<file path="src/design/hall_throttle_conditioner_assert.svh">
// ----------------------------------------------------------------------------
// Hall throttle conditioner assertion macros
// Shared property macros for the conditioner's internal checks.
// ----------------------------------------------------------------------------
`ifndef HALL_THROTTLE_CONDITIONER_ASSERT_SVH
`define HALL_THROTTLE_CONDITIONER_ASSERT_SVH

// antecedent implies consequent in the same cycle
`define HTC_ASSERT_SAME(label, ante, cons) \
  label: assert property (@(posedge clk) disable iff (!rst_n) (ante) |-> (cons)) \
    else $error("htc check failed");

// antecedent implies consequent in the next cycle
`define HTC_ASSERT_NEXT(label, ante, cons) \
  label: assert property (@(posedge clk) disable iff (!rst_n) (ante) |=> (cons)) \
    else $error("htc check failed");

`endif

</file>
<file path="src/design/htc_pkg.sv">
// ----------------------------------------------------------------------------
// Hall throttle conditioner package
// Payload types, configuration bundle and constants shared by all modules.
// ----------------------------------------------------------------------------
package htc_pkg;

  localparam int SMP_W   = 12;
  localparam int THR_W   = 10;
  localparam int DIV_NW  = 26;
  localparam int DIV_DW  = 14;
  localparam int WIN_CAP = 128;

  localparam logic [13:0] K_PCT    = 14'd100;
  localparam logic [13:0] K_PCT2   = 14'd10000;
  localparam logic [8:0]  K_SMOOTH = 9'd300;

  // reciprocals for exact floor division by 100 and 10000 over the operand ranges in use
  localparam logic [17:0] K_RCP100  = 18'd167773;
  localparam int          RCP100_SH = 24;
  localparam logic [20:0] K_RCP10K  = 21'd1717987;
  localparam int          RCP10K_SH = 34;

  typedef struct packed {
    logic             operation;
    logic [SMP_W-1:0] sample;
  } in_t;

  typedef struct packed {
    logic [SMP_W-1:0] filtered;
    logic [THR_W-1:0] throttle;
  } out_t;

  typedef enum logic [1:0] {
    CURVE_LINEAR = 2'd0,
    CURVE_SQUARE = 2'd1,
    CURVE_SQRT   = 2'd2,
    CURVE_SMOOTH = 2'd3
  } curve_t;

  typedef enum logic [2:0] {
    REG_ADC_MIN  = 3'd0,
    REG_ADC_MAX  = 3'd1,
    REG_DZ_LOW   = 3'd2,
    REG_DZ_HIGH  = 3'd3,
    REG_THR_MIN  = 3'd4,
    REG_THR_MAX  = 3'd5,
    REG_CURVE    = 3'd6,
    REG_REVERSE  = 3'd7
  } reg_idx_t;

  typedef struct packed {
    logic [11:0] adc_min;
    logic [11:0] adc_max;
    logic [9:0]  dz_low;
    logic [9:0]  dz_high;
    logic [9:0]  thr_min;
    logic [9:0]  thr_max;
    curve_t      curve;
    logic        reverse;
  } cfg_t;

  typedef struct packed {
    logic              go;
    logic [DIV_NW-1:0] num;
    logic [DIV_DW-1:0] den;
  } div_req_t;

  typedef struct packed {
    logic              done;
    logic [DIV_NW-1:0] quo;
  } div_rsp_t;

  function automatic int win_log(input int size);
    int s;
    int lo;
    int lg;
    int up;
    s = size;
    if (s < 1) s = 1;
    if (s > WIN_CAP) s = WIN_CAP;
    lo = 1;
    lg = 0;
    while (lo * 2 <= s) begin
      lo = lo * 2;
      lg = lg + 1;
    end
    up = lo * 2;
    if (up > WIN_CAP) up = WIN_CAP;
    if ((s - lo) < (up - s)) return lg;
    if (up == lo * 2) return lg + 1;
    return lg;
  endfunction

endpackage

</file>
<file path="src/design/htc_fifo.sv">
// ----------------------------------------------------------------------------
// Hall throttle conditioner queue
// Two-entry queue of window averages between the front and back ends.
// ----------------------------------------------------------------------------
`include "hall_throttle_conditioner_assert.svh"

module htc_fifo (
  input  logic                     clk,
  input  logic                     rst_n,
  input  logic                     push,
  input  logic [htc_pkg::SMP_W-1:0] wdata,
  input  logic                     pop,
  output logic [htc_pkg::SMP_W-1:0] rdata,
  output logic                     full,
  output logic                     empty
);

  logic [htc_pkg::SMP_W-1:0] mem_r [2];
  logic                      wp_r;
  logic                      rp_r;
  logic [1:0]                cnt_r;

  assign full  = (cnt_r == 2'd2);
  assign empty = (cnt_r == 2'd0);
  assign rdata = mem_r[rp_r];

  always_ff @(posedge clk) begin
    if (!rst_n) begin
      wp_r  <= 1'b0;
      rp_r  <= 1'b0;
      cnt_r <= 2'd0;
    end else begin
      if (push) wp_r <= ~wp_r;
      if (pop) rp_r <= ~rp_r;
      if (push && !pop) cnt_r <= cnt_r + 2'd1;
      else if (pop && !push) cnt_r <= cnt_r - 2'd1;
    end
  end

  always_ff @(posedge clk) begin
    if (push) mem_r[wp_r] <= wdata;
  end

  `HTC_ASSERT_SAME(a_no_overflow, push, !full)
  `HTC_ASSERT_SAME(a_no_underflow, pop, !empty)

endmodule

</file>
<file path="src/design/htc_div.sv">
// ----------------------------------------------------------------------------
// Hall throttle conditioner divider
// Restoring radix-2 divider, one quotient bit per cycle.
// ----------------------------------------------------------------------------
module htc_div (
  input  logic              clk,
  input  logic              rst_n,
  input  htc_pkg::div_req_t req,
  output htc_pkg::div_rsp_t rsp
);

  localparam int NW = htc_pkg::DIV_NW;
  localparam int DW = htc_pkg::DIV_DW;

  logic          busy_r;
  logic          done_r;
  logic [4:0]    cnt_r;
  logic [DW-1:0] rem_r;
  logic [DW-1:0] den_r;
  logic [NW-1:0] quo_r;
  logic [DW:0]   trial;
  logic          ge;
  logic [DW:0]   diff;

  assign trial = {rem_r, quo_r[NW-1]};
  assign ge    = (trial >= {1'b0, den_r});
  assign diff  = trial - {1'b0, den_r};

  always_ff @(posedge clk) begin
    if (!rst_n) begin
      busy_r <= 1'b0;
      done_r <= 1'b0;
    end else begin
      done_r <= 1'b0;
      if (req.go) begin
        busy_r <= 1'b1;
        cnt_r  <= 5'(NW - 1);
        rem_r  <= '0;
        quo_r  <= req.num;
        den_r  <= req.den;
      end else if (busy_r) begin
        rem_r <= ge ? diff[DW-1:0] : trial[DW-1:0];
        quo_r <= {quo_r[NW-2:0], ge};
        cnt_r <= cnt_r - 5'd1;
        if (cnt_r == 5'd0) begin
          busy_r <= 1'b0;
          done_r <= 1'b1;
        end
      end
    end
  end

  assign rsp.done = done_r;
  assign rsp.quo  = quo_r;

endmodule

</file>
<file path="src/design/htc_front.sv">
// ----------------------------------------------------------------------------
// Hall throttle conditioner front end
// Accepts transactions, keeps the sample window and running sum, and queues
// each window average.
// ----------------------------------------------------------------------------
module htc_front #(
  parameter int WIN_LOG  = 4,
  parameter int SAMPLE_W = 12
) (
  input  logic                      clk,
  input  logic                      rst_n,
  input  logic                      in_valid,
  output logic                      in_stall,
  input  htc_pkg::in_t              in_data,
  input  logic                      q_full,
  output logic                      q_push,
  output logic [htc_pkg::SMP_W-1:0] q_data
);

  localparam int DEPTH  = 1 << WIN_LOG;
  localparam int SLOT_W = (WIN_LOG > 0) ? WIN_LOG : 1;
  localparam int TW     = SAMPLE_W + WIN_LOG;

  typedef enum logic {F_IDLE, F_UPD} fst_t;

  fst_t                st_r;
  logic [SLOT_W-1:0]   slot_r;
  logic [SLOT_W-1:0]   slot_nxt;
  logic [TW-1:0]       total_r;
  logic [TW-1:0]       total_nxt;
  logic [DEPTH-1:0]    vld_r;
  logic [SAMPLE_W-1:0] smp_r;
  logic [SAMPLE_W-1:0] rd_r;
  logic [SAMPLE_W-1:0] old;
  logic [SAMPLE_W-1:0] mem [DEPTH];
  logic                acc;

  assign in_stall  = (st_r != F_IDLE) || q_full;
  assign acc       = in_valid && !in_stall;
  assign slot_nxt  = (slot_r == SLOT_W'(DEPTH - 1)) ? '0 : slot_r + 1'b1;
  assign old       = vld_r[slot_r] ? rd_r : '0;
  assign total_nxt = total_r - TW'(old) + TW'(smp_r);
  assign q_push    = (st_r == F_UPD);
  assign q_data    = htc_pkg::SMP_W'(total_nxt >> WIN_LOG);

  always_ff @(posedge clk) begin
    if (!rst_n) begin
      st_r    <= F_IDLE;
      slot_r  <= '0;
      total_r <= '0;
      vld_r   <= '0;
    end else begin
      unique case (st_r)
        F_IDLE: begin
          if (acc) begin
            if (in_data.operation) begin
              slot_r  <= '0;
              total_r <= '0;
              vld_r   <= '0;
            end else begin
              smp_r <= in_data.sample[SAMPLE_W-1:0];
              st_r  <= F_UPD;
            end
          end
        end
        F_UPD: begin
          total_r       <= total_nxt;
          vld_r[slot_r] <= 1'b1;
          slot_r        <= slot_nxt;
          st_r          <= F_IDLE;
        end
      endcase
    end
  end

  always_ff @(posedge clk) begin
    if (acc && !in_data.operation) rd_r <= mem[slot_r];
    if (st_r == F_UPD) mem[slot_r] <= smp_r;
  end

endmodule

</file>
<file path="src/design/htc_back.sv">
// ----------------------------------------------------------------------------
// Hall throttle conditioner back end
// Mirrors, band-checks and maps each queued average to a throttle value and
// holds the result for the output channel.
// ----------------------------------------------------------------------------
`include "hall_throttle_conditioner_assert.svh"

module htc_back (
  input  logic                      clk,
  input  logic                      rst_n,
  input  htc_pkg::cfg_t             cfg,
  input  logic                      q_empty,
  input  logic [htc_pkg::SMP_W-1:0] q_data,
  output logic                      q_pop,
  output htc_pkg::div_req_t         div_req,
  input  htc_pkg::div_rsp_t         div_rsp,
  output logic                      out_valid,
  input  logic                      out_stall,
  output htc_pkg::out_t             out_data
);

  typedef enum logic [3:0] {
    S_IDLE, S_REV, S_BAND, S_DIV, S_M1, S_M2, S_FRAC, S_SQRT, S_SCALE, S_PCT, S_FIN, S_OUT
  } bst_t;

  bst_t          st_r;
  logic [11:0]   v_r;
  logic [11:0]   x_r;
  logic [6:0]    n_r;
  logic [13:0]   nn_r;
  logic [8:0]    t_r;
  logic [25:0]   num_r;
  logic [13:0]   den_r;
  logic          go_r;
  logic [6:0]    f_r;
  logic [9:0]    q_r;
  logic [9:0]    res_r;
  logic [13:0]   sq_rem_r;
  logic [13:0]   sq_root_r;
  logic [13:0]   sq_bit_r;
  logic          out_valid_r;
  htc_pkg::out_t out_data_r;

  logic               desc;
  logic [9:0]         dabs;
  logic [11:0]        x_rev;
  logic signed [13:0] xs, lo_a, lo_b, hi_a, hi_b;
  logic [11:0]        hi12;
  logic               in_lo, in_hi, below, above;
  logic [11:0]        off, span;
  logic [13:0]        mul_k;
  logic [25:0]        p_band;
  logic [34:0]        p100;
  logic [42:0]        p10k;
  logic [6:0]         q10k_sat;
  logic [13:0]        sq_sum;
  logic               sq_ge;
  logic [13:0]        sq_root_nx;
  logic [13:0]        sq_rem_nx;
  logic [9:0]         lim_lo, lim_hi;

  assign desc = cfg.thr_max < cfg.thr_min;
  assign dabs = desc ? cfg.thr_min - cfg.thr_max : cfg.thr_max - cfg.thr_min;

  always_comb begin
    if (v_r <= cfg.adc_min) x_rev = cfg.adc_max;
    else if (v_r >= cfg.adc_max) x_rev = cfg.adc_min;
    else x_rev = cfg.adc_max - v_r + cfg.adc_min;
  end

  assign xs    = $signed({2'b00, x_r});
  assign lo_a  = $signed({2'b00, cfg.adc_min}) - $signed({4'b0000, cfg.dz_low});
  assign lo_b  = $signed({2'b00, cfg.adc_min}) + $signed({4'b0000, cfg.dz_low});
  assign hi_a  = $signed({2'b00, cfg.adc_max}) - $signed({4'b0000, cfg.dz_high});
  assign hi_b  = $signed({2'b00, cfg.adc_max}) + $signed({4'b0000, cfg.dz_high});
  assign hi12  = hi_a[13] ? 12'd0 : hi_a[11:0];
  assign in_lo = (xs >= lo_a) && (xs <= lo_b);
  assign in_hi = (xs >= hi_a) && (xs <= hi_b);
  assign below = (xs <= lo_b);
  assign above = (x_r >= hi12);
  assign off   = x_r - lo_b[11:0];
  assign span  = hi12 - lo_b[11:0];

  always_comb begin
    unique case (cfg.curve)
      htc_pkg::CURVE_LINEAR: mul_k = {4'b0000, dabs};
      htc_pkg::CURVE_SQRT:   mul_k = htc_pkg::K_PCT2;
      htc_pkg::CURVE_SQUARE,
      htc_pkg::CURVE_SMOOTH: mul_k = htc_pkg::K_PCT;
    endcase
  end

  assign p_band = 26'(off) * 26'(mul_k);

  // floor(num / 100) for num below 2^17, floor(num / 10000) for num below 2^22
  assign p100     = 35'(num_r[16:0]) * 35'(htc_pkg::K_RCP100);
  assign p10k     = 43'(num_r[21:0]) * 43'(htc_pkg::K_RCP10K);
  assign q10k_sat = (p10k[htc_pkg::RCP10K_SH +: 9] > 9'(htc_pkg::K_PCT)) ?
                    7'(htc_pkg::K_PCT) : p10k[htc_pkg::RCP10K_SH +: 7];

  assign sq_sum     = sq_root_r + sq_bit_r;
  assign sq_ge      = (sq_rem_r >= sq_sum);
  assign sq_root_nx = sq_ge ? (sq_root_r >> 1) + sq_bit_r : sq_root_r >> 1;
  assign sq_rem_nx  = sq_ge ? sq_rem_r - sq_sum : sq_rem_r;

  assign q_pop = (st_r == S_IDLE) && !q_empty;

  always_ff @(posedge clk) begin
    if (!rst_n) begin
      st_r        <= S_IDLE;
      go_r        <= 1'b0;
      out_valid_r <= 1'b0;
    end else begin
      go_r <= 1'b0;
      if (out_valid_r && !out_stall && (st_r != S_OUT)) out_valid_r <= 1'b0;
      unique case (st_r)
        S_IDLE: begin
          if (!q_empty) begin
            v_r  <= q_data;
            st_r <= S_REV;
          end
        end
        S_REV: begin
          x_r  <= cfg.reverse ? x_rev : v_r;
          st_r <= S_BAND;
        end
        S_BAND: begin
          if (in_lo || (!in_hi && below)) begin
            res_r <= cfg.thr_min;
            st_r  <= S_OUT;
          end else if (in_hi || above) begin
            res_r <= cfg.thr_max;
            st_r  <= S_OUT;
          end else begin
            num_r <= p_band;
            den_r <= {2'b00, span};
            go_r  <= 1'b1;
            st_r  <= S_DIV;
          end
        end
        S_DIV: begin
          if (div_rsp.done) begin
            unique case (cfg.curve)
              htc_pkg::CURVE_LINEAR: begin
                q_r  <= div_rsp.quo[9:0];
                st_r <= S_FIN;
              end
              htc_pkg::CURVE_SQUARE: begin
                num_r <= 26'(14'(div_rsp.quo[6:0]) * 14'(div_rsp.quo[6:0]));
                st_r  <= S_FRAC;
              end
              htc_pkg::CURVE_SQRT: begin
                sq_rem_r  <= div_rsp.quo[13:0];
                sq_root_r <= '0;
                sq_bit_r  <= 14'd4096;
                st_r      <= S_SQRT;
              end
              htc_pkg::CURVE_SMOOTH: begin
                n_r  <= div_rsp.quo[6:0];
                st_r <= S_M1;
              end
            endcase
          end
        end
        S_M1: begin
          nn_r <= 14'(n_r) * 14'(n_r);
          t_r  <= htc_pkg::K_SMOOTH - {1'b0, n_r, 1'b0};
          st_r <= S_M2;
        end
        S_M2: begin
          num_r <= 26'(nn_r) * 26'(t_r);
          st_r  <= S_FRAC;
        end
        S_FRAC: begin
          f_r  <= (cfg.curve == htc_pkg::CURVE_SMOOTH) ? q10k_sat
                                                       : p100[htc_pkg::RCP100_SH +: 7];
          st_r <= S_SCALE;
        end
        S_SQRT: begin
          sq_rem_r  <= sq_rem_nx;
          sq_root_r <= sq_root_nx;
          sq_bit_r  <= sq_bit_r >> 2;
          if (sq_bit_r[0]) begin
            f_r  <= sq_root_nx[6:0];
            st_r <= S_SCALE;
          end
        end
        S_SCALE: begin
          num_r <= 26'(f_r) * 26'(dabs);
          st_r  <= S_PCT;
        end
        S_PCT: begin
          q_r  <= p100[htc_pkg::RCP100_SH +: 10];
          st_r <= S_FIN;
        end
        S_FIN: begin
          res_r <= desc ? cfg.thr_min - q_r : cfg.thr_min + q_r;
          st_r  <= S_OUT;
        end
        S_OUT: begin
          if (!out_valid_r || !out_stall) begin
            out_valid_r         <= 1'b1;
            out_data_r.filtered <= v_r;
            out_data_r.throttle <= res_r;
            st_r                <= S_IDLE;
          end
        end
        default: st_r <= S_IDLE;
      endcase
    end
  end

  assign div_req.go  = go_r;
  assign div_req.num = num_r;
  assign div_req.den = den_r;
  assign out_valid   = out_valid_r;
  assign out_data    = out_data_r;

  assign lim_lo = desc ? cfg.thr_max : cfg.thr_min;
  assign lim_hi = desc ? cfg.thr_min : cfg.thr_max;

  `HTC_ASSERT_SAME(a_div_done_owned, div_rsp.done, st_r == S_DIV)
  `HTC_ASSERT_SAME(a_result_in_limits, st_r == S_OUT, (res_r >= lim_lo) && (res_r <= lim_hi))

endmodule

</file>
<file path="src/design/hall_throttle_conditioner.sv">
// Hall throttle conditioner: each sample transaction updates a sliding
// window (WIN_LENGTH rounded to a power of two) and yields one result with
// the window average and the mapped throttle; a clear transaction empties
// the window and yields nothing. The front end takes no new sample while
// it writes the last average into a two-entry queue or while that queue is
// full; the back end sets the rate. A reading in a dead band or past the
// span ends goes from the band check straight to the output; the linear,
// square, smoothstep and square root curves take longer, in that order.
// The division by the span runs on a single 26-step divider, the divisions
// by 100 and 10000 are reciprocal multiplications, and square root adds 7
// steps. A stalled output holds the back end in its output state.
// ----------------------------------------------------------------------------
// Hall throttle conditioner top level
// Configuration registers, front end, queue, back end and divider.
// ----------------------------------------------------------------------------
module hall_throttle_conditioner #(
  parameter int WIN_LENGTH = 16,
  parameter int ADC_BITS   = 12
) (
  input  logic          clk,
  input  logic          rst_n,
  input  logic          in_valid,
  output logic          in_stall,
  input  htc_pkg::in_t  in_data,
  output logic          out_valid,
  input  logic          out_stall,
  output htc_pkg::out_t out_data,
  input  logic          psel,
  input  logic          penable,
  input  logic          pwrite,
  input  logic [4:0]    paddr,
  input  logic [31:0]   pwdata,
  output logic [31:0]   prdata,
  output logic          pready
);

  localparam int WIN_LOG  = htc_pkg::win_log(WIN_LENGTH);
  localparam int SAMPLE_W = (ADC_BITS < htc_pkg::SMP_W) ? ADC_BITS : htc_pkg::SMP_W;

  logic [11:0]       adc_min_r, adc_max_r;
  logic [9:0]        dz_low_r, dz_high_r, thr_min_r, thr_max_r;
  htc_pkg::curve_t   curve_r;
  logic              reverse_r;
  htc_pkg::cfg_t     cfg;
  htc_pkg::reg_idx_t idx;
  logic              wr;

  logic                      q_full, q_empty, q_push, q_pop;
  logic [htc_pkg::SMP_W-1:0] q_wdata, q_rdata;
  htc_pkg::div_req_t         div_req;
  htc_pkg::div_rsp_t         div_rsp;

  assign pready = 1'b1;
  assign idx    = htc_pkg::reg_idx_t'(paddr[4:2]);
  assign wr     = psel && penable && pwrite;

  always_ff @(posedge clk) begin
    if (!rst_n) begin
      adc_min_r <= 12'd100;
      adc_max_r <= 12'd900;
      dz_low_r  <= 10'd20;
      dz_high_r <= 10'd20;
      thr_min_r <= 10'd0;
      thr_max_r <= 10'd100;
      curve_r   <= htc_pkg::CURVE_LINEAR;
      reverse_r <= 1'b0;
    end else if (wr) begin
      unique case (idx)
        htc_pkg::REG_ADC_MIN: adc_min_r <= pwdata[11:0];
        htc_pkg::REG_ADC_MAX: adc_max_r <= pwdata[11:0];
        htc_pkg::REG_DZ_LOW:  dz_low_r  <= pwdata[9:0];
        htc_pkg::REG_DZ_HIGH: dz_high_r <= pwdata[9:0];
        htc_pkg::REG_THR_MIN: thr_min_r <= pwdata[9:0];
        htc_pkg::REG_THR_MAX: thr_max_r <= pwdata[9:0];
        htc_pkg::REG_CURVE:   curve_r   <= htc_pkg::curve_t'(pwdata[1:0]);
        htc_pkg::REG_REVERSE: reverse_r <= pwdata[0];
      endcase
    end
  end

  always_comb begin
    unique case (idx)
      htc_pkg::REG_ADC_MIN: prdata = {20'd0, adc_min_r};
      htc_pkg::REG_ADC_MAX: prdata = {20'd0, adc_max_r};
      htc_pkg::REG_DZ_LOW:  prdata = {22'd0, dz_low_r};
      htc_pkg::REG_DZ_HIGH: prdata = {22'd0, dz_high_r};
      htc_pkg::REG_THR_MIN: prdata = {22'd0, thr_min_r};
      htc_pkg::REG_THR_MAX: prdata = {22'd0, thr_max_r};
      htc_pkg::REG_CURVE:   prdata = {30'd0, curve_r};
      htc_pkg::REG_REVERSE: prdata = {31'd0, reverse_r};
    endcase
  end

  assign cfg.adc_min = adc_min_r;
  assign cfg.adc_max = adc_max_r;
  assign cfg.dz_low  = dz_low_r;
  assign cfg.dz_high = dz_high_r;
  assign cfg.thr_min = thr_min_r;
  assign cfg.thr_max = thr_max_r;
  assign cfg.curve   = curve_r;
  assign cfg.reverse = reverse_r;

  htc_front #(
    .WIN_LOG  (WIN_LOG),
    .SAMPLE_W (SAMPLE_W)
  ) u_front (
    .clk      (clk),
    .rst_n    (rst_n),
    .in_valid (in_valid),
    .in_stall (in_stall),
    .in_data  (in_data),
    .q_full   (q_full),
    .q_push   (q_push),
    .q_data   (q_wdata)
  );

  htc_fifo u_fifo (
    .clk   (clk),
    .rst_n (rst_n),
    .push  (q_push),
    .wdata (q_wdata),
    .pop   (q_pop),
    .rdata (q_rdata),
    .full  (q_full),
    .empty (q_empty)
  );

  htc_back u_back (
    .clk       (clk),
    .rst_n     (rst_n),
    .cfg       (cfg),
    .q_empty   (q_empty),
    .q_data    (q_rdata),
    .q_pop     (q_pop),
    .div_req   (div_req),
    .div_rsp   (div_rsp),
    .out_valid (out_valid),
    .out_stall (out_stall),
    .out_data  (out_data)
  );

  htc_div u_div (
    .clk   (clk),
    .rst_n (rst_n),
    .req   (div_req),
    .rsp   (div_rsp)
  );

endmodule
</file>
<file path="config.mk">
export PLATFORM = sky130hd
export DESIGN_NAME = hall_throttle_conditioner
export DESIGN_NICKNAME = d
export VERILOG_FILES = /design/src/design/htc_pkg.sv /design/src/design/htc_fifo.sv /design/src/design/htc_div.sv /design/src/design/htc_front.sv /design/src/design/htc_back.sv /design/src/design/hall_throttle_conditioner.sv
export VERILOG_INCLUDE_DIRS = /design/src /design/src/design
export SDC_FILE = /design/constraint.sdc
export NUM_CORES = 2
export LEC_CHECK = 0
export BUFFER_PORTS_ARGS = -buffer_cell sky130_fd_sc_hd__buf_2
export CAP_MARGIN = 30
export CELL_PAD_IN_SITES_DETAIL_PLACEMENT = 0
export CELL_PAD_IN_SITES_GLOBAL_PLACEMENT = 1
export CORE_ASPECT_RATIO = 0.9
export CORE_MARGIN = 2
export CORE_UTILIZATION = 56
export CTS_CLUSTER_DIAMETER = 120
export DETAILED_ROUTE_END_ITERATION = 8
export GPL_ROUTABILITY_DRIVEN = 0
export GPL_TIMING_DRIVEN = 0
export PLACE_DENSITY_LB_ADDON = 0.1
export SETUP_SLACK_MARGIN = 0.1
export SKIP_LAST_GASP = 1
export SLEW_MARGIN = 20
export SYNTH_ARGS = -nofsm -noshare
export SYNTH_HDL_FRONTEND = slang
export SYNTH_SLANG_ARGS = --single-unit
</file>
<file path="constraint.sdc">
create_clock -name clk -period 17.7 [get_ports clk]
set_input_delay 0 -clock clk [delete_from_list [all_inputs] [get_ports clk]]
set_output_delay 0 -clock clk [all_outputs]
set_load 0.02 [all_outputs]
</file>
==> summary.md <==
| Metric | Value |
|---|---|
| Outcome | complete, no violations |
| Crit path DAT | 10.64 ns |
| First drt pass iteration count | 6 |
| Setup crit start | adc_min_r[1]$_SDFFE_PN0P_ |
| EDFF count, synth | 470 |
| Vias in the first global route | 41.2k |
| Cell depth of the worst setup path | 34 |
| Max incr delay on CP | 0.72 ns |
| Share of cells above drive strength 1 | 6.94% |
| Multi-input logic area | 37500 um2 |
| Via count | 41.3k |
| Post-place setup slack | 7.64 ns |
| Routed Antenna Nets | 0 |
| Full die area | 107000 um2 |
| Cell row count | 112 |
| Most frequent cells in the layout | inv_1 (1050), ha_1 (755), fa_1 (552), edfxtp_1 (470), nand2_1 (375) |
| TritonCTS clock tree | yes |
| TritonCTS buffer count | 61 |
| CP Data Required Time | 18.12 ns |
| WS Path Type | reg -> reg |
| Area Overhead vs Synth | 8.40% |
| Commonest non-fill, non-tap cell in the layout | inv_1 |
| Core Area | 104000 um2 |
| FF-to-FF path depth | 34 |
| Post-synthesis cell area | 58500 um2 |
| DRC | 0 |
| Final setup fails | 0 |
| R2r setup slk | 7.48 ns |
| GR Util All Layers | 29.2% |
| Synthesis-stage register bit count | 586 |
| Worst Hold Class | in -> reg |
| DRT Wirelength | 154000 um |
| Crit-path max FO | 10 |
| Crit path capture | u_back.num_r[25]$_DFFE_PP_ |
| Nets@finish | 7248 |
| CTS clk-pin slew, worst paths | 0.07 ns |
| # IOs | 114 |
| Clock Path Buffers | 3 |
| Worst r2r src | adc_min_r[1]$_SDFFE_PN0P_ |
| Ys async rst share | 0% |
| Register area | 16400 um2 |
| Prevailing post-synth register cell | edfxtp_1 |
| Drt wl/cell | 21.0 um |
| Reg-to-Reg End | u_back.num_r[25]$_DFFE_PP_ |
| CTS Root Cell | clkbuf_16 |
| Register area share after synthesis | 28.1% |
| Max-cap viol count | 0 |
| Clk sinks | 586 |
| Most common cell on crit path | fa_1 |
| Critical path launch point type | register |
| Sum of buffers and inverters on the critical path | 5 |
| Initial antenna violation count | 7 |
| Syn. warnings | 0 |
| Worst slew pin tran | 1.09 ns |
| Die height | 311 um |
| Worst path slowest cell | dfxtp_1 |
| Distinct cells, synth | 105 |
| Clk_skew | 0.0586 ns |
| Critical Path Sink Type | register |
| RSZ-0062 raised after global routing | false |
| Worst relative slew slack | 26.9% |
| Setup ws final | 7.48 ns |
| Final worst path period share | 57.7% |
| Global-route wire length before repair | 240000 um |
| Largest net degree at the start of global routing | 27 |
| Fmax achieved | 97.8 MHz |
| Clock H-tree levels | 2 |
| Final Hold Viols | 0 |
| Vias/cell | 5.65 |
| CP delay by family, top | adder cells |
| Port buffer count | 68 |
| DP Wirelength | 122000 um |
| Fin Setup TNS | 0 ns |
| Initial drt markers | 2978 |
| Cells after Synth | 5664 |
| Initial Utilization | 56.5% |
| Max-slew violation count | 0 |
| Clk Latency, worst-skew pair | 0.70 ns |
| Syn avg cell area | 10.3 um2 |
| Die X | 345 um |
| Fill count | 8806 |
| GRT overflow | 0 |
| Min Tclk post-route | 10.22 ns |
| Post-CTS sizing | 0 |
-- synth_stat cells (all sizes together) (24+ instances only) --
cell type	instances	area [um2]
xnor2	169	1500
mux2	53	597
buf	50	300
nor3	74	375
a21oi	208	1060
o22ai	24	150
a211oi	25	193
nor2	301	1150
o21bai	29	218
and2	161	1010
dfxtp	116	2320
o21ai	169	850
mux4	65	1460
nand3	50	250
inv	1055	3960
ha	755	9450
nor2b	102	638
clkbuf	122	458
o211ai	27	216
edfxtp	470	14100
a21o	85	638
xor2	76	666
fa	552	11100
nand2b	71	467
mux2i	95	951
a21boi	35	263
nand2	376	1420
o21a	35	263
a31oi	26	163
-- what timing repair did --
item	in CTS	in global routing
hold buffers	45	0
endpoints found under the hold margin	97	0
buffers inserted	0	0
-- flip-flops by register name, summed over array words and instances (netlist names), 13 cells and up --
signal and flops:
u_back.nn_r 13, u_back.num_r 26, u_back.out_data 22, u_back.sq_rem_r 14
u_back.sq_root_r 14, u_div.quo_r 26, u_div.rem_r 14, u_fifo.mem_r 24
u_front.mem 192, u_front.total_r 16, u_front.vld_r 16
-- logic make-up after synthesis --
logic type / Yosys count / share of synthesized area, %
buffers and inverters: 1228 / 8.08
adder cells (fa/ha/maj): 1315 / 35.2
multiplexers: 213 / 5.15
other: 2 / 0.0128
XOR/XNOR: 245 / 3.70
flip-flops: 586 / 28.1
AND/OR/NAND/NOR: 1254 / 10.5
AO/OA/AOI/OAI: 821 / 9.28
-- final cells by class --
type,count,share of cell area (%)
clock inverters,34,0.598
repair buffers,135,1.58
flip-flops and latches,586,25.9
clock buffers,79,2.59
multi-input cells,3872,59.1
well taps,1368,2.70
diodes,2,0.00790
inverters,1056,6.25
plain buffers,172,1.20
-- layer usage --
metal / share of wire, % / track usage (%) / up-vias
met1: 47 / 44.1 / 20500
met2: 44 / 44.7 / 1236
met4: 1.8 / 5.34 / 2
met3: 7.4 / 5.07 / 178
li1: - / - / 19400
met5: 0.0065 / 0 / -
-- per-stage QoR --
stage	hold slack, ns	utilization, %	std cells	cell area [um2]
after floorplan	0.0989	-	5686	58500
after global placement	0.177	58.5	7122	60600
after detailed placement	0.178	58.7	7137	60800
after CTS	0.00362	61.1	7295	63300
after global routing	0.0211	61.2	7302	63400
final	0.0349	61.2	7304	63400
-- how the worst min path moves through the flow --
stage                from                    endpoint  depth (start not counted)
2_1_floorplan  in_data[0]  u_front.smp_r[0]$_DFFE_PP_                          0
3_3_place_gp   in_data[0]  u_front.smp_r[0]$_DFFE_PP_                          1
3_5_place_dp   in_data[9]  u_front.smp_r[9]$_DFFE_PP_                          1
4_1_cts        in_data[7]  u_front.smp_r[7]$_DFFE_PP_                          2
5_1_grt        in_data[2]  u_front.smp_r[2]$_DFFE_PP_                          2
6_report       in_data[2]  u_front.smp_r[2]$_DFFE_PP_                          2
Power is not shown: default switching activity piles up to over one toggle a cycle in this logic, so the estimate is an artifact.
